==> src/rtl/avbt_pkg.sv <==
// Package for the affine vector and box transform: opcodes, payload types, constants.
// No dependencies.
`default_nettype none
package avbt_pkg;
  localparam int FRAC_BITS_DEF = 16;
  localparam int QDEPTH = 2;

  typedef enum logic [2:0] {
    OP_LOAD_FWD = 3'd0,
    OP_LOAD_INV = 3'd1,
    OP_POINT    = 3'd2,
    OP_DIR      = 3'd3,
    OP_INV_POINT = 3'd4,
    OP_INV_DIR  = 3'd5,
    OP_BOX      = 3'd6,
    OP_NONE     = 3'd7
  } op_t;

  typedef struct packed {
    logic [2:0]         opcode;
    logic [1:0]         row_index;
    logic [1:0]         col_index;
    logic signed [31:0] coef_value;
    logic signed [31:0] in_x;
    logic signed [31:0] in_y;
    logic signed [31:0] in_z;
    logic signed [31:0] off_x;
    logic signed [31:0] off_y;
    logic signed [31:0] off_z;
  } in_t;

  typedef struct packed {
    logic signed [31:0] res_x;
    logic signed [31:0] res_y;
    logic signed [31:0] res_z;
    logic signed [31:0] max_x;
    logic signed [31:0] max_y;
    logic signed [31:0] max_z;
  } out_t;

  // Work for the back end: selected 3x4 matrix, vector, extents, flags.
  typedef struct packed {
    logic signed [2:0][3:0][31:0] m;
    logic signed [2:0][31:0]      v;
    logic signed [2:0][31:0]      o;
    logic                         add_t;
    logic                         box;
  } job_t;
endpackage
`default_nettype wire

==> src/rtl/avbt_front.sv <==
// Front end: holds both matrices, applies loads and selects coefficients for transforms.
// Depends on avbt_pkg.
`default_nettype none
module avbt_front (
  input  wire             clk,
  input  wire             rst,
  input  wire             valid,
  output logic            stall,
  input  avbt_pkg::in_t   data,
  output logic            job_valid,
  input  wire             job_stall,
  output avbt_pkg::job_t  job
);
  import avbt_pkg::*;

  logic signed [2:0][3:0][31:0] fwd;
  logic signed [2:0][3:0][31:0] inv;
  logic accept;
  logic is_xf;
  job_t j;

  assign stall = job_stall;
  assign accept = valid && !stall;
  assign is_xf = (data.opcode inside {OP_POINT, OP_DIR, OP_INV_POINT, OP_INV_DIR, OP_BOX});
  assign job_valid = valid && is_xf;

  always_ff @(posedge clk) begin
    if (rst) begin
      fwd <= '0;
      inv <= '0;
    end else if (accept && data.row_index != 2'd3) begin
      if (data.opcode == OP_LOAD_FWD) fwd[data.row_index][data.col_index] <= data.coef_value;
      if (data.opcode == OP_LOAD_INV) inv[data.row_index][data.col_index] <= data.coef_value;
    end
  end

  always_comb begin
    j.v = {data.in_z, data.in_y, data.in_x};
    j.o = {data.off_z, data.off_y, data.off_x};
    j.box = (data.opcode == OP_BOX);
    j.add_t = (data.opcode inside {OP_POINT, OP_INV_POINT, OP_BOX});
    j.m = fwd;
    if (data.opcode == OP_INV_POINT) j.m = inv;
    if (data.opcode == OP_INV_DIR) begin
      for (int r = 0; r < 3; r++) begin
        for (int c = 0; c < 3; c++) j.m[r][c] = fwd[c][r];
        j.m[r][3] = '0;
      end
    end
  end
  assign job = j;
endmodule
`default_nettype wire

==> config.mk <==
export PLATFORM = sky130hd
export DESIGN_NAME = avbt_front
export DESIGN_NICKNAME = d
export VERILOG_FILES = /design/src/rtl/avbt_pkg.sv /design/src/rtl/avbt_front.sv
export SDC_FILE = /design/constraint.sdc
export NUM_CORES = 2
export LEC_CHECK = 0
export ABC_AREA = 1
export BUFFER_PORTS_ARGS = -buffer_cell sky130_fd_sc_hd__buf_4
export CAP_MARGIN = 20
export CORE_AREA = 10 10 308 310
export CTS_CLUSTER_DIAMETER = 50
export DETAILED_ROUTE_END_ITERATION = 10
export DIE_AREA = 0 0 318 320
export PLACE_DENSITY = 0.69
export REMOVE_ABC_BUFFERS = 1
export SETUP_SLACK_MARGIN = 0.2
export SLEW_MARGIN = 5
export SYNTH_ARGS = -nofsm -noshare
export SYNTH_HDL_FRONTEND = slang
export SYNTH_SLANG_ARGS = --single-unit
==> constraint.sdc <==
create_clock -name clk -period 1.3 [get_ports clk]
set_clock_uncertainty 0.05 [all_clocks]
set_input_delay 0.195 -clock clk [delete_from_list [all_inputs] [get_ports clk]]
set_output_delay 0.195 -clock clk [all_outputs]
set_load 0.02 [all_outputs]
==> impl_results.md <==
* Nets at 6,358
* Final hold vios at 0
* DP Wirelength at 137 mm
* Core Region at 88,200 sq um
* Clock Sinks at 768
* Layout cells sized above 1 at 0.198
* Worst slew margin at 0.528
* Cell total after placement at 7,116
* Worst-margin pin slew at 705 ps
* Final Setup Violations at 923
* Slowest library cell on the worst path: o221ai_4
* Critical Path Sink Type: primary output
* P per Cell Area at 1130 nW/um^2
* Die Y at 320 microns
* Port Buffer Count at 430
* Synthesized cell area at 39,000 sq um
* Rows at 109
* WP data arrival at 1750 ps
* Total of warnings raised by yosys at 0
* Unique masters post-synth at 22
* CP Launch Type: input port
* Clock transition at path regs at 50 ps
* DRC errors left at 0
* Initial antenna violation count at 1
* Gr usage total at 0.366
* Slowest stage delay, CP at 280 ps
* Max clock buf depth at 3
* Die area at 102,000 sq um
* Final Util at 0.570
* Sequential share of the synthesized area at 0.395
* Final ANT Viol Nets at 0
* Reg2Reg Setup Slack at 490 ps
* Peak supply drop at 1.11 mV
* Max FO, Critical Path at 37
* Reg area at 15,400 sq um
* Placement Setup Slack at -882 ps
* CP dominant cell by count: buf_6
* Fmax at 0.501 GHz
* CP cell instances: buf_6 -> inv_4 -> nor2_4 -> buf_4 -> nand2_4 -> buf_12 -> buf_8 -> o221ai_4 -> buf_6
* Die X at 318 microns
* Fill cells at 8,027
* Final Critical Period at 2000 ps
* Unrepaired setup endpoints after global routing: yes
* Post-synthesis register bit count at 768
* Synth top area cells: dfxtp_1, nand2_1, nand3_1
* Pins Over Slew Limit at 0
* Leakage dissipation at 0.0212 uW
* Initial Utilization at 0.442
* IO Count at 815
* Cell Count, Final, Fillers Out at 7,362
* Vias in the first global route at 37.5k
* Worst setup margin at -697 ps
* Vias per cell at 5.78
* WL/cell at 26.9 microns
* Max_cap viols at 0
* Status: complete, but fails checks
* Pin count of the biggest net entering global routing at 101
* Final period util at 1.54
* Worst EP required at 1050 ps
* CTS root buf: clkbuf_16
* Area grow syn2layout at 29.2%
* Synth area leader: dfxtp_1
* Share of the synthesized area in the top cell type at 0.395
* WL final at 198 mm
* CTS H-tree depth at 3
* First-pass GRT wire length at 276 mm
* Gpl congestion at 0.916
* Synth Instances at 5,908
* Hold Path Class: in2reg
* Total CTS buffers at 98
* Final instance area at 50,300 sq um
* DRT Pass-1 Iters at 9
* Iter 0 DRT Violations at 6,275
* Worst skew pair latency at 670 ps
* Footprint of the multi-input gates at 19,200 sq um
* Area after DPL at 44,400 sq um
* Vias at 42.5k
* Failing checks: negative setup slack
* Avg Inst Size Synth at 6.60 sq um
* CTS tree: yes
* Crit Path Class: in2out
* GR Overflow Total at 0
[synthesized netlist by cell type]
master / number
a21oi_1: 704
a22o_1: 32
a31oi_1: 1
buf_1: 114
buf_2: 163
buf_4: 305
buf_6: 8
buf_8: 2
clkbuf_1: 184
dfxtp_1: 768
inv_1: 304
inv_2: 4
nand2_1: 1501
nand3_1: 821
nor2_1: 784
nor2_2: 4
nor2_4: 1
nor3_1: 1
o211ai_1: 12
o21ai_0: 61
o21ai_1: 4
o221ai_1: 130
[metrics by stage]
step / hold slack [ps] / TNS, ps / power, uW
global placement: 341 / -548110 / 28100
floorplan: 340 / - / 27400
global route: 40.0 / -397400 / 58400
detailed placement: 341 / -556860 / 28200
finish: 41.4 / -362300 / 57100
CTS: 0.661 / -343120 / 57000
[cell usage in the layout, fill, tap and decap left out, drive strengths merged]
| cell | n |
|---|---|
| a22o | 32 |
| o21ai | 65 |
| clkbuf | 127 |
| clkinv | 17 |
| bufinv | 15 |
| o221ai | 130 |
| nand3 | 821 |
| a21oi | 704 |
| o211ai | 12 |
| nor3 | 1 |
| bufbuf | 5 |
| clkinvlp | 11 |
| buf | 847 |
| dlygate4sd3 | 34 |
| a31oi | 1 |
| nor2 | 789 |
| nand2 | 1501 |
| dfxtp | 768 |
| inv | 316 |
| diode | 1 |
[metal layers]
layer / routed length [microns] / vias up / track usage
met4: 8760 / 22 / 0.137
met5: 1730 / - / 0.130
met1: 71100 / 19697 / 0.422
met3: 41100 / 452 / 0.290
li1: - / 19409 / -
met2: 75300 / 2955 / 0.483
[worst max-delay path: cells and delay by family]
kind            cells  cell delay, ps
simple gates        2             260
compound gates      1             280
buf+inv             6             910
[final timing paths]
path | from | to | cells past startpoint
setup / recovery | data[230] | job[491] | 9
hold / removal | rst | fwd[201]$_SDFFE_PP0P_ | 5
setup reg to reg | inv[61]$_SDFFE_PP0P_ | inv[61]$_SDFFE_PP0P_ | 2
hold reg to reg | fwd[221]$_SDFFE_PP0P_ | fwd[221]$_SDFFE_PP0P_ | 2
[state kept, by name (all words and copies together) (netlist names)]
name / flops
inv: 384
fwd: 384
[repair_timing]
item,in CTS,in global routing
gates cloned,13,5
hold buffers,34,0
pin swaps,19,9
resized for setup,343,84
endpoints found under the hold margin,685,0
setup buffers,12,8
setup endpoints to repair,396,1094
[where the power goes]
group | internal [uW] | total (uW) | switching [uW]
sequential | 23600 | 23600 | 26.0
combinational | 1690 | 4640 | 2950
clock | 17700 | 28900 | 11200
total | 43000 | 57100 | 14100
[logic make-up (layout without fill, tap and decap cells)]
| family | after synthesis | in the layout | synth area share |
|---|---|---|---|
| and+or+nand+nor | 3112 | 3112 | 0.327 |
| buffers and inverters | 1084 | 1372 | 0.141 |
| AOI/OAI and AO/OA | 944 | 944 | 0.138 |
| DFF | 768 | 768 | 0.395 |
| other | 0 | 1 | 0 |
[final cells by class]
| type | count | share of cell area |
|---|---|---|
| Clock inverter | 51 | 0.0144 |
| Timing Repair Buffer | 891 | 0.193 |
| Inverter | 308 | 0.0236 |
| Multi-Input combinational cell | 4056 | 0.381 |
| Antenna cell | 1 | 0.0000497 |
| Tap cell | 1165 | 0.0290 |
| Clock buffer | 122 | 0.0535 |
| Sequential cell | 768 | 0.306 |
(Power assumes the default switching activity.)
