**config.mk**
```make
export PLATFORM = sky130hd
export DESIGN_NAME = avbt_queue
export DESIGN_NICKNAME = d
export VERILOG_FILES = /design/src/rtl/avbt_pkg.sv /design/src/rtl/avbt_queue.sv
export SDC_FILE = /design/constraint.sdc
export NUM_CORES = 1
export LEC_CHECK = 0
export BUFFER_PORTS_ARGS = -buffer_cell sky130_fd_sc_hd__buf_2
export CAP_MARGIN = 20
export CORE_AREA = 2 2 450 452
export CTS_CLUSTER_SIZE = 20
export DETAILED_ROUTE_END_ITERATION = 10
export DIE_AREA = 0 0 452 454
export PLACE_DENSITY = 0.45
export SYNTH_ARGS = -nofsm -noshare
export SYNTH_HDL_FRONTEND = slang
export SYNTH_SLANG_ARGS = --single-unit
export TNS_END_PERCENT = 10
```
**constraint.sdc**
```tcl
create_clock -name clk -period 22 [get_ports clk]
set_input_delay 2.2 -clock clk [delete_from_list [all_inputs] [get_ports clk]]
set_output_delay 2.2 -clock clk [all_outputs]
set_load 0.03 [all_outputs]
```
**src/rtl/avbt_pkg.sv**
```systemverilog
// Package for the affine vector and box transform: opcodes, payload types, constants.
// No dependencies.
`default_nettype none
package avbt_pkg;
  localparam int FRAC_BITS_DEF = 16;
  localparam int QDEPTH = 2;

  typedef enum logic [2:0] {
    OP_LOAD_FWD = 3'd0,
    OP_LOAD_INV = 3'd1,
    OP_POINT    = 3'd2,
    OP_DIR      = 3'd3,
    OP_INV_POINT = 3'd4,
    OP_INV_DIR  = 3'd5,
    OP_BOX      = 3'd6,
    OP_NONE     = 3'd7
  } op_t;

  typedef struct packed {
    logic [2:0]         opcode;
    logic [1:0]         row_index;
    logic [1:0]         col_index;
    logic signed [31:0] coef_value;
    logic signed [31:0] in_x;
    logic signed [31:0] in_y;
    logic signed [31:0] in_z;
    logic signed [31:0] off_x;
    logic signed [31:0] off_y;
    logic signed [31:0] off_z;
  } in_t;

  typedef struct packed {
    logic signed [31:0] res_x;
    logic signed [31:0] res_y;
    logic signed [31:0] res_z;
    logic signed [31:0] max_x;
    logic signed [31:0] max_y;
    logic signed [31:0] max_z;
  } out_t;

  // Work for the back end: selected 3x4 matrix, vector, extents, flags.
  typedef struct packed {
    logic signed [2:0][3:0][31:0] m;
    logic signed [2:0][31:0]      v;
    logic signed [2:0][31:0]      o;
    logic                         add_t;
    logic                         box;
  } job_t;
endpackage
`default_nettype wire

```
**src/rtl/avbt_queue.sv**
```systemverilog
// Short queue of jobs between front and back end.
// Depends on avbt_pkg.
`default_nettype none
module avbt_queue (
  input  wire             clk,
  input  wire             rst,
  input  wire             in_valid,
  output logic            in_stall,
  input  avbt_pkg::job_t  in_job,
  output logic            out_valid,
  input  wire             out_stall,
  output avbt_pkg::job_t  out_job
);
  import avbt_pkg::*;

  job_t mem [QDEPTH];
  logic [$clog2(QDEPTH)-1:0] wp, rp;
  logic [$clog2(QDEPTH):0] cnt;
  logic push, pop;

  assign in_stall = (cnt == QDEPTH[$clog2(QDEPTH):0]);
  assign out_valid = (cnt != '0);
  assign out_job = mem[rp];
  assign push = in_valid && !in_stall;
  assign pop = out_valid && !out_stall;

  always_ff @(posedge clk) begin
    if (push) mem[wp] <= in_job;
  end

  always_ff @(posedge clk) begin
    if (rst) begin
      wp <= '0;
      rp <= '0;
      cnt <= '0;
    end else begin
      if (push) wp <= wp + 1'b1;
      if (pop) rp <= rp + 1'b1;
      cnt <= cnt + {{$clog2(QDEPTH){1'b0}}, push} - {{$clog2(QDEPTH){1'b0}}, pop};
    end
  end
endmodule
`default_nettype wire

```
==> impl_metrics.tcl, run 1 <==
set metrics [dict create \
    min_path_type "reg2reg" \
    multi_input_area_um2 8507 \
    setup_viol 0 \
    track_usage 0.1312 \
    yosysUniqueCellTypes 21 \
    peakVddDrop_mv 0.06502 \
    p_int_uw 4919 \
    dp.final_hpwl_um 106000 \
    drtIter0Drc 1340 \
    rsz0062_at_grt "false" \
    cellLeakagePower_uw 0.02165 \
    synthCells 1827 \
    max_slew_margin 0.2918 \
    io_buffers 1161 \
    critical_path.startpoint_type "register" \
    clock_skew_ns 0.02968 \
    syn_nets 2411 \
    grt_max_degree 135 \
    dieArea_um2 205200 \
    comb_power_share 0.305 \
    grt_pass1_wl_um 186600 \
    synth_edf_count 1156 \
    htreeDepth 4 \
    placedCellCount 5625 \
    ys_dominant_reg_cell "edfxtp_1" \
    avgSynthCellArea_um2 24.14 \
    clockBufferDepth 3 \
    cts_hold_buf 0 \
    clkPwrFrac 0.301 \
    cts_root_buf "clkbuf_16" \
    syn_to_final_growth_pct 29.70 \
    path_class "reg2out" \
    cts.clk_slew.worst_paths_ns 0.06 \
    antenna_found_initial 78 \
    p_per_area_nw_per_um2 129.4 \
    p_switching_uw 2480 \
    setup-tns-final_ns 0 \
    cp_data_arrival_time_ns 4.73 \
    die_w_um 452 \
    cts_buffers 138 \
    stdcell_count 5888 \
    cap_violations 0 \
    grt_pass1_vias 23030 \
    fmax_ghz 0.1444 \
    ys_warn_count 0 \
    ant_nets 0 \
    final.fill_count 20120 \
    seqPwrFrac 0.394 \
    overflow 0 \
    synthArstFlopShare 0 \
    clk_latency_ns 0.78 \
    hold_violations 0 \
    via_per_inst 3.828 \
    rows 165 \
    initial_core_util 0.2196 \
    post_drt_wl_per_cell_um 23.98 \
    slew_viol_final 0 \
    worst_r2r_startpoint "cnt[0]" \
    layout.nets 3677 \
    fin_crit_ns 6.927 \
    cts_tree "yes" \
    io_pins 1162 \
    r2r_setup_slack_ns 17.12 \
    drt_pass1_iterations 5 \
    endpoint "out_job[32]" \
    netSwitchingFraction 0.3352 \
    drc 0 \
    post_cts_resized 0 \
    worst_slack_ns 15.07 \
    place.gp.congestion 0.8485 \
    ys_seq_area_frac 0.7894 \
    endpoint_kind "output pin" \
    worst_pin_slew_ns 1.062 \
    place_ws_ns 15.19 \
    cp_max_fo 123 \
    post-route-period-util 0.3149 \
    r2r-end "mem[1][75]" \
    regArea_um2 34820 \
    drive_gt1_frac 0.6136 \
    routed_wl_um 141200 \
    synth-seq-cells 1161 \
    outcome "finished clean" \
    cp.required_ns 19.80 \
    core_um2 200900 \
    synth_area_um2 44100 \
    clock_sinks 1161 \
    fin_util 0.2848 \
    r2r_cells 6 \
    vias 22540 \
    die_h_um 454 \
    cts_setup_buffers 0 \
]
## state kept, by name (all words and copies together) (netlist names), named ones only
| signal | flops |
|---|---|
| wp | 1 |
| rp | 1 |
| mem | 1156 |
| cnt | 2 |
## worst max-delay path: stages, from the launching register on
cell,delay (ns)
dfxtp_4,0.75
buf_4,0.70
buf_4,0.87
buf_12,0.63
mux2_2,0.42
buf_2,0.18
## kinds of logic after synthesis
family	after synthesis	synth area share
compound gates	5	0.0005673
xor+xnor	1	0.0001986
fa+ha+maj	2	0.0005673
buf+inv	69	0.01787
flops	1161	0.7894
mux	578	0.1901
simple gates	11	0.001305
## routing by layer
layer  GRT usage  share of wire
met5           0         0.0015
met4     0.04604          0.031
met3     0.05999          0.095
met2      0.2240           0.50
met1      0.1429           0.37
## metrics by stage
step	cell area, um^2	total power [uW]	hold WS, ns
after floorplan	44100	4776	0.4518
after global placement	52760	5265	0.4811
after detailed placement	52760	5268	0.4894
after CTS	57160	7541	0.4974
after global routing	57180	7702	0.5481
final	57200	7399	0.4913
## power by group through the flow
stage / Sequential (uW) / Combinational (uW) / Clock (uW)
after floorplan: 3140 / 1640 / 0
after global placement: 2960 / 2310 / 0
after detailed placement: 2960 / 2300 / 0
after CTS: 2920 / 2310 / 2310
after global routing: 2940 / 2380 / 2380
final: 2920 / 2260 / 2230
## worst min path at each step
stage               endpoint  depth (start not counted)  from
floorplan                 wp                          2    wp
global route        register                          2    rp
finish                    wp                          2    wp
detailed placement        wp                          2    wp
CTS                       wp                          2    wp
global placement    register                          2    rp
## synthesized netlist by cell type (2+ instances only)
cell type | instances | share of area
a21oi_1 | 3 | 0.00034
buf_2 | 6 | 0.00068
buf_4 | 2 | 0.00034
buf_6 | 31 | 0.0079
buf_8 | 25 | 0.0085
dfxtp_1 | 5 | 0.0023
edfxtp_1 | 1156 | 0.79
ha_1 | 2 | 0.00057
inv_1 | 5 | 0.00043
mux2_2 | 78 | 0.020
mux2_4 | 500 | 0.17
nor2_1 | 3 | 0.00026
o21ai_0 | 2 | 0.00023
or3_1 | 2 | 0.00028
## layout by cell type (no fill, tap or decap), types with 2 or more instances in the layout
cell        instances
a21oi_1             3
buf_12              3
buf_2            1161
buf_4              26
bufinv_16          11
clkbuf_1           26
clkbuf_16         140
clkinv_1           28
clkinv_16           2
clkinv_2           22
clkinv_8            3
clkinvlp_4          2
dfxtp_1             4
diode_2            17
edfxtp_1         1156
ha_1                2
inv_1               4
inv_16              2
inv_6               8
inv_8               2
mux2_2             78
mux2_4            500
nor2_1              3
o21ai_0             2
or3_1               2
## layout make-up
type	count	area share
Timing Repair Buffer	1190	0.1060
Inverter	5	0.0004593
Clock buffer	166	0.06295
Tap cell	2672	0.05845
Multi-Input combinational cell	597	0.1487
Antenna cell	17	0.0007437
Clock inverter	80	0.01398
Sequential cell	1161	0.6087
(Power assumes the default switching activity.)
==> run 2: changes to the inputs <==
- clock period: 22 -> 6.5 ns (I/O delays scaled with it)
==> impl_metrics.tcl, run 2 (synthesis gave the netlist of run 1 again) <==
set metrics [dict create \
    outcome "finished clean" \
    grt_max_degree 141 \
    regMostFlops "mem" \
    cap_violations 0 \
    routed_wl_um 145900 \
    cts.clk_slew.worst_paths_ns 0.06 \
    path_class "reg2out" \
    stdcell_count 6402 \
    rsz0062_at_grt "false" \
    critical_path.startpoint_type "register" \
    antenna_found_initial 57 \
    cts_tree "yes" \
    fmax_ghz 0.2541 \
    io_buffers 1161 \
    cts_root_buf "clkbuf_16" \
    grt_pass1_wl_um 194400 \
    reg_top3 "mem: 1156 flops, cnt: 2 flops" \
    drc 0 \
    post-route-period-util 0.6055 \
    min_path_type "in2reg" \
    drt_pass1_iterations 5 \
    drtIter0Drc 1488 \
    p_per_area_nw_per_um2 411.1 \
    cellLeakagePower_uw 0.02391 \
    ant_nets 0 \
    place.gp.congestion 0.9438 \
    die_h_um 454 \
    crit_buf_inv 2 \
    max_stage_delay_ns 0.86 \
    setup_viol 0 \
    worst_pin_slew_ns 1.197 \
    cts_buffers 141 \
    total_power_uw 25780 \
    die_w_um 452 \
    hold_violations 0 \
    clock_skew_ns 0.02928 \
    final_common_cell "buf_2" \
    track_usage 0.1360 \
    fin_util 0.3122 \
    cp_max_fo 123 \
    vias 24330 \
    fin_crit_ns 3.936 \
    io_pins 1162 \
    cp_cell_sequence "buf_12 > mux2_4 > buf_2" \
    clockBufferDepth 3 \
    slew_viol_final 0 \
    endpoint_kind "output pin" \
    cp.required_ns 5.85 \
    cp_data_arrival_time_ns 3.29 \
    cpMaxStageDelayCell "dfxtp_4" \
    rows 165 \
    syn_to_final_growth_pct 42.20 \
    htreeDepth 4 \
    grt_pass1_vias 25010 \
    overflow 0 \
    fin_area_um2 62720 \
    clk_latency_ns 0.79 \
    clock_sinks 1161 \
    worst_slack_ns 2.564 \
    largest_reg_flops 1156 \
    place_area_um2 52920 \
    placedCellCount 5625 \
    drive_gt1_frac 0.5302 \
    peakVddDrop_mv 0.2561 \
    initial_core_util 0.2196 \
    via_per_inst 3.801 \
    post_drt_wl_per_cell_um 22.79 \
    layout.nets 4190 \
    mostFrequentLayoutCells "1161 x buf_2, 1156 x edfxtp_1, 510 x dlygate4sd3_1, 500 x mux2_4, 142 x clkbuf_16" \
    dp.final_hpwl_um 107000 \
    core_um2 200900 \
    place_ws_ns 3.332 \
    critical_path.top_delay_family "buffers and inverters" \
    max_slew_margin 0.2022 \
    dieArea_um2 205200 \
]
==> run 2: final timing paths <==
check | startpoint | end | slack, ns | depth (start not counted)
worst max-delay path | register | out_job[335] | 2.56 | 3
worst min-delay path | in_job[329] | mem[0][329] | 0.08 | 1
worst max register to register | cnt[0] | mem[0][494] | 3.81 | 5
worst min register to register | rp | register | 0.51 | 2
==> run 2: power by group <==
group          internal (uW)  switching [uW]  total, uW
clock network           4690            3190       7880
logic                   2930            5110       8040
registers               9560             307       9870
==> run 2: final cells by class <==
type / instances / area (um^2)
diodes: 16 / 40.04
clock buffers: 170 / 3659
clock inverters: 81 / 993.5
fillers: 19800 / 138200
inverters: 5 / 30.03
multi-input cells: 597 / 8512
flip-flops and latches: 1161 / 34820
well taps: 2672 / 3343
repair buffers: 1700 / 11320
==> run 2: repair_timing <==
action / CTS / global route
hold buffers: 510 / 0
gates resized for setup: 0 / 0
endpoints found under the hold margin: 1020 / 0
buffers inserted: 0 / 0
==> run 2: metrics by stage <==
stage	hold slack [ns]	TNS (ns)
after global routing	0.01628	0
final	0.08358	0
after CTS	0.001131	0
after floorplan	0.4615	-1959.21
after detailed placement	0.4908	0
after global placement	0.4800	0
==> run 2: per-layer routing <==
layer / vias to the layer above / global-route usage / share of wire
met2: 954 / 0.2295 / 0.50
met1: 12180 / 0.1539 / 0.38
li1: 10920 / - / -
met4: 6 / 0.05247 / 0.032
met3: 272 / 0.05387 / 0.084
met5: - / 0 / 0.00030
